===== config.mk =====
export PLATFORM = sky130hd
export DESIGN_NAME = trmc_front
export DESIGN_NICKNAME = d
export VERILOG_FILES = /design/src/design/trmc_pkg.sv /design/src/design/trmc_front.sv
export SDC_FILE = /design/constraint.sdc
export NUM_CORES = 1
export LEC_CHECK = 0
export BUFFER_PORTS_ARGS = -buffer_cell sky130_fd_sc_hd__buf_4
export CAP_MARGIN = 30
export CORE_UTILIZATION = 40
export CTS_BUF_LIST = sky130_fd_sc_hd__clkbuf_8 sky130_fd_sc_hd__clkbuf_16
export DETAILED_ROUTE_END_ITERATION = 6
export MAX_ROUTING_LAYER = met4
export PLACE_DENSITY = 0.7
export SLEW_MARGIN = 10
export SYNTH_ARGS = -nofsm -noshare
export SYNTH_HDL_FRONTEND = slang
export SYNTH_SLANG_ARGS = --single-unit

===== constraint.sdc =====
create_clock -name i_clk -period 5.1 [get_ports i_clk]
set_clock_uncertainty 0.2 [all_clocks]
set_input_delay 0 -clock i_clk [delete_from_list [all_inputs] [get_ports i_clk]]
set_output_delay 0 -clock i_clk [all_outputs]
set_load 0.02 [all_outputs]

===== src/design/trmc_pkg.sv =====
// Shared constants, codes and types of the table row mismatch counter.
`default_nettype none
package trmc_pkg;

    // Table geometry and stored value width
    localparam int ROWS        = 16;
    localparam int COLS        = 8;
    localparam int VALUE_WIDTH = 32;

    // Fixed field widths of the request and result channels
    localparam int OP_W    = 2;
    localparam int ROW_W   = 4;
    localparam int COL_W   = 3;
    localparam int VAL_W   = 32;
    localparam int MIS_W   = 4;
    localparam int CFG_R_W = 5;
    localparam int CFG_C_W = 4;
    localparam int CFG_D_W = 5;

    // Derived internal widths
    localparam int ROW_IW = (ROWS > 1) ? $clog2(ROWS) : 1;
    localparam int COL_IW = (COLS > 1) ? $clog2(COLS) : 1;
    localparam int NR_W   = $clog2(ROWS + 1);
    localparam int CNT_W  = $clog2(COLS + 1);

    // Request queue between front and back
    localparam int QDEPTH = 2;
    localparam int QPTR_W = $clog2(QDEPTH);
    localparam int QCNT_W = $clog2(QDEPTH + 1);

    // Operation codes
    localparam logic [OP_W-1:0] OP_WRITE  = 2'd0;
    localparam logic [OP_W-1:0] OP_SET    = 2'd1;
    localparam logic [OP_W-1:0] OP_RECOMP = 2'd2;
    localparam logic [OP_W-1:0] OP_NONE   = 2'd3;

    // Configuration register indexes
    localparam logic CFG_ROWS = 1'b0;
    localparam logic CFG_COLS = 1'b1;

    // One queued request
    typedef struct packed {
        logic [OP_W-1:0]  op;
        logic [ROW_W-1:0] row;
        logic [COL_W-1:0] col;
        logic [VAL_W-1:0] value;
    } t_item;

endpackage
`default_nettype wire


===== src/design/trmc_front.sv =====
// Front end: accepts requests, drops unused ops, queues the rest for the back end.
`default_nettype none
module trmc_front (
    input  wire                        i_clk,
    input  wire                        i_rst_n,
    input  wire                        i_valid,
    output logic                       o_ready,
    input  wire  [trmc_pkg::OP_W-1:0]  i_op,
    input  wire  [trmc_pkg::ROW_W-1:0] i_row,
    input  wire  [trmc_pkg::COL_W-1:0] i_col,
    input  wire  [trmc_pkg::VAL_W-1:0] i_value,
    output logic                       o_q_valid,
    input  wire                        i_q_ready,
    output trmc_pkg::t_item            o_q_item
);
    import trmc_pkg::*;

    t_item              r_q [QDEPTH];
    logic [QPTR_W-1:0]  r_wp;
    logic [QPTR_W-1:0]  r_rp;
    logic [QCNT_W-1:0]  r_cnt;
    logic               push;
    logic               pop;

    // Accept while the queue has room; unused ops are taken and dropped
    assign o_ready   = (r_cnt != QCNT_W'(QDEPTH));
    assign push      = i_valid && o_ready && (i_op != OP_NONE);
    assign o_q_valid = (r_cnt != '0);
    assign pop       = o_q_valid && i_q_ready;
    assign o_q_item  = r_q[r_rp];

    // Advance queue pointers and fill level
    always_ff @(posedge i_clk) begin
        if (!i_rst_n) begin
            r_wp  <= '0;
            r_rp  <= '0;
            r_cnt <= '0;
        end else begin
            if (push) begin
                r_wp <= (r_wp == QPTR_W'(QDEPTH - 1)) ? '0 : r_wp + 1'b1;
            end
            if (pop) begin
                r_rp <= (r_rp == QPTR_W'(QDEPTH - 1)) ? '0 : r_rp + 1'b1;
            end
            if (push && !pop) begin
                r_cnt <= r_cnt + 1'b1;
            end else if (pop && !push) begin
                r_cnt <= r_cnt - 1'b1;
            end
        end
    end

    // Store the request payload
    always_ff @(posedge i_clk) begin
        if (push) begin
            r_q[r_wp] <= '{op: i_op, row: i_row, col: i_col, value: i_value};
        end
    end

endmodule
`default_nettype wire


# [After elaboration in Yosys (flattened, before gate mapping)]
# Memory sizes are Yosys's and may differ from the RTL's. A register that Yosys moved wholly into a read port is not among the register bits.
# Index checks and enable logic that the tools add are counted.
[op_classes] div=0 bitwise=0 shift=0 multipliers=0 n_addsub=4 n_mux=8 n_reduce_logical=9 eq_ne=2 magnitude_cmp=0
[ops] op="$mux W1" count=6
[ops] op="$logic_and A1 B1 Y1" count=5
[ops] op="$mux W2" count=2
[ops] op="$ne A2 B2 Y1 const B" count=2
[ops] op="$reduce_bool A2 Y1" count=2
[ops] op="$add A1 B1 Y1 const B" count=2
[ops] op="$add A2 B1 Y2 const B" count=1
[ops] op="$logic_not A1 Y1" count=2
[ops] op="$sub A2 B1 Y2 const B" count=1
[totals] word_cells=27 mem_bits_ro=0 inputBits=45 output_inout_bits=43 latch_bits=0 ff_bits=4 memories=1 ramBits=82
[memory_table] memory="r_q" words=2 word_bits=41 read_ports=1 rd_clocked_by_memory_dff=1 write_ports=1 line_no="trmc_front.sv:18" text="t_item r_q [QDEPTH];"

# [Longest topological paths before layout]
[depth] depth_word=7 mapped_depth=6 depth_no_buf=6

# [Least setup slack after synthesis]
# Ideal clock, no wire load.
[synth_timing] path_kind="reg-to-reg" from="register r_cnt[0]" to="memory r_q[0][0] in the netlist's numbering, enable pin" arrival_time_ns=2.754 period_less_slack_ns=3.399 path_buffers=0 stages_incl_launch_ff=4 path_slack_ns=1.701 setup_ns=0.444 cell_sequence="dfxtp_1 -> nand2b_1 -> and3_1 -> nor2b_1"
[synth_between] elab_chain_len=5
[synth_rtl] element="from (decl)" line_no="trmc_front.sv:21" text="logic [QCNT_W-1:0] r_cnt;"
[synth_rtl] element="from (signal assigned)" line_no="trmc_front.sv:46" text="r_cnt <= r_cnt + 1'b1;"
[synth_rtl] element="from (signal assigned)" line_no="trmc_front.sv:48" text="r_cnt <= r_cnt - 1'b1;"
[synth_rtl] element="$ne A2 B2 Y1" line_no="trmc_front.sv:26" text="assign o_ready = (r_cnt != QCNT_W'(QDEPTH));"
[synth_rtl] element="via o_ready" line_no="trmc_front.sv:7" text="output logic o_ready,"
[synth_rtl] element="$logic_and A1 B1 Y1 (2 in series)" line_no="trmc_front.sv:27" text="assign push = i_valid && o_ready && (i_op != OP_NONE);"
[synth_rtl] element="via push" line_no="trmc_front.sv:22" text="logic push;"
[synth_rtl] element="$mux W1" line_no="trmc_front.sv:55" text="if (push) begin"
[synth_rtl] element="$mux W1 (not written as such)" line_no="trmc_front.sv:56" text="r_q[r_wp] <= '{op: i_op, row: i_row, col: i_col, value: i_value};"
[synth_rtl] element="to (decl)" line_no="trmc_front.sv:18"
# The timed path passes the listed nets, and every way through them passes these cells.

# [Worst setup path in the final report]
[layout_timing] from="register r_cnt[0]" to="memory r_q[0][33] in the netlist's numbering, enable pin"
[layout_between] elab_chain_len=5
[layout_rtl] element="$ne A2 B2 Y1" line_no="trmc_front.sv:26"
[layout_rtl] element="$logic_and A1 B1 Y1 (2 in series)" line_no="trmc_front.sv:27"
[layout_rtl] element="via push" line_no="trmc_front.sv:22"
[layout_rtl] element="$mux W1" line_no="trmc_front.sv:55"
[layout_rtl] element="$mux W1 (not written as such)" line_no="trmc_front.sv:56"
# The timed path passes the listed nets, and every way through them passes these cells.

==> impl_metrics.yaml <==
status:
  status: "completed"
worst_setup_path:
  end_kind: "register"
  cp_cell_sequence: "nand2b_1 -> and3_1 -> nor2b_4 -> buf_4"
  worstSetupPathType: "reg -> reg"
  required_ns: 4.92
  worst-path-max-fanout: 22
  cpPeakStageDelay_ns: 0.55
  worst_setup_path_start_kind: "register"
  cpMaxStageDelayCell: "nor2b_4"
  arrival_ns: 2.11
floorplanning:
  io_pins: 88
  die_area_mm2: 0.008325
  die_height_um: 91.24
  die_w_um: 91.24
  start_util_pct: 41.22
  row_count: 32
  core_area_mm2: 0.007727
yosys:
  synth_seq_cells: 87
  ys_top_cells_by_area: "edfxtp_1 (77%), mux2_2 (13%), dfxtp_1 (3.1%)"
  synthArstFlopShare_pct: 0
  synth_top_area_share_pct: 77.30
  synth_edf_count: 82
  ys.flop_type: "edfxtp_1"
  synthMostInstantiatedCell: "edfxtp_1"
  avgSynthCellArea_um2: 20.82
  synth_area_mm2: 0.003186
  yosys.area.top_type: "edfxtp_1"
  synth_fp_nets: 199
  synth_cells: 153
  netlist_top_cells_count: "edfxtp_1 (82), mux2_2 (38), buf_2 (5), dfxtp_1 (5), and2_1 (4)"
  ys_types: 19
  yosys_warnings: 0
  seq_area_frac_synth_pct: 80.44
hold_path:
  min_path_type: "in -> reg"
power_and_ir_drop:
  leakagePower_nw: 1.747
  total_power_mw: 2.086
  ir_worst_vdd_mv: 0.3051
  power_density_mw_per_mm2: 446.7
placement:
  port_buffers: 87
  gp_congestion: 0.6868
  hpwlAfterDp_um: 3319
drt:
  vias: 1826
  ant_nets: 0
  drt_iter0_markers: 63
  drc: 0
  drt-total-wl_um: 5507
  routed_via_density: 4.554
  drt-wirelength-per-cell_um: 13.73
  first_pass_iters: 4
grt:
  antenna_found_initial: 0
  grt_pass1_vias: 1973
  grt_max_degree: 27
  grt.total_usage_pct: 14.73
  grt_pass1_wl_um: 8907
  overflow: 0
cts:
  cts-resized-gates: 0
  cts_buffer_depth: 2
  clock_latency_ns: 0.34
  root_buffer: "clkbuf_8"
  cts_max_level: 3
  path_clk_slew_ns: 0.08
  cts-buffers-inserted: 9
  clock-sinks: 87
  cts_tree: "built"
timing:
  setup_tns_ns: 0
  report.final.slew_viol_count: 0
  timing.final.crit_share_pct: 45.00
  tightest_slew_ns: 0.5920
  finalHoldViolCount: 0
  max_slew_margin_pct: 60.53
  min_period_ns: 2.295
  rsz0062_at_grt: "no"
  setup_violations: 0
  fmax_mhz: 435.7
flow_run:
  drv_cap: 0
layout:
  layout-drive-gt1-share_pct: 48.83
  layout.nets: 340
  area_growth_pct: 46.54
  antennaDiodeCount: 0
==> repair_timing <==
action                                 CTS  global route
hold buffers                            45             0
setup buffers                            0             0
endpoints found under the hold margin   87             0
==> critical path: cells and delay by family (launching register included) <==
family	cells	cell delay [ns]
buf+inv	1	0.41
flops	1	0.41
simple gates	3	0.94
==> final timing paths <==
path,startpoint,endpoint,slack (ns),depth (start not counted)
min,i_value[19],r_q[1][19]$_DFFE_PP_,0.18,2
min reg2reg,r_cnt[1]$_SDFFE_PN0P_,r_cnt[1]$_SDFFE_PN0P_,0.32,2
max reg2reg,r_cnt[0]$_SDFFE_PN0P_,r_q[0][33]$_DFFE_PP_,2.80,4
max,r_cnt[0]$_SDFFE_PN0P_,r_q[0][33]$_DFFE_PP_,2.80,4
==> registers in the layout (all words and copies together) (netlist names), named ones only <==
register  flops
r_q          82
r_cnt         2
r_wp          1
r_rp          1
==> cell families after synthesis <==
group,count (synthesis),synth area share [%]
mux,42,14.81
simple gates,12,2.200
xor+xnor,3,0.8250
fa+ha+maj,1,0.3927
flops,87,80.44
buf+inv,5,0.7854
compound gates,3,0.5497
==> metal layers <==
| metal | vias to the layer above | global-route usage (%) | part of all wire, % |
|---|---|---|---|
| met5 | - | - | 0 |
| met4 | 0 | 7.011 | 1.7 |
| met3 | 10 | 3.936 | 4.9 |
| met2 | 55 | 25.95 | 53 |
| met1 | 890 | 15.25 | 40 |
| li1 | 871 | - | - |
==> where the power goes <==
group / total (mW) / internal [mW] / switching [mW]
combinational: 0.661 / 0.336 / 0.325
sequential: 0.928 / 0.884 / 0.0441
clock: 0.496 / 0.271 / 0.225
==> cells in the final DEF, fill, tap and decap left out, types with 2 or more instances in the layout <==
master         count
and2_1             3
buf_4             88
bufinv_16          2
clkbuf_8           9
clkinv_1           2
clkinvlp_4         2
dfxtp_1            4
dlygate4sd3_1     45
edfxtp_1          82
mux2_1             3
mux2_2            38
nand2_1            2
nand2b_1           2
xnor2_1            2
==> stage by stage <==
step	setup WS [ns]	util, %	hold WS [ns]	std cells	instance area (µm²)
CTS	2.756	60.41	0.1612	401	4668
floorplan	1.701	-	-0.1011	153	3186
global placement	2.829	51.23	-0.01417	338	3959
finish	2.805	60.41	0.1777	401	4668
detailed placement	2.767	51.85	-0.01253	340	4006
global route	2.619	60.41	0.1632	401	4668
==> final cells by class <==
type	instances	area (µm²)
clock buffer	9	123.9
timing repair buffer	135	1159
sequential	87	2564
tap	102	127.6
fill	601	3059
clock inverter	7	87.58
multi-input combinational	61	606.8
Note: power is estimated with default switching activity, not from simulation.
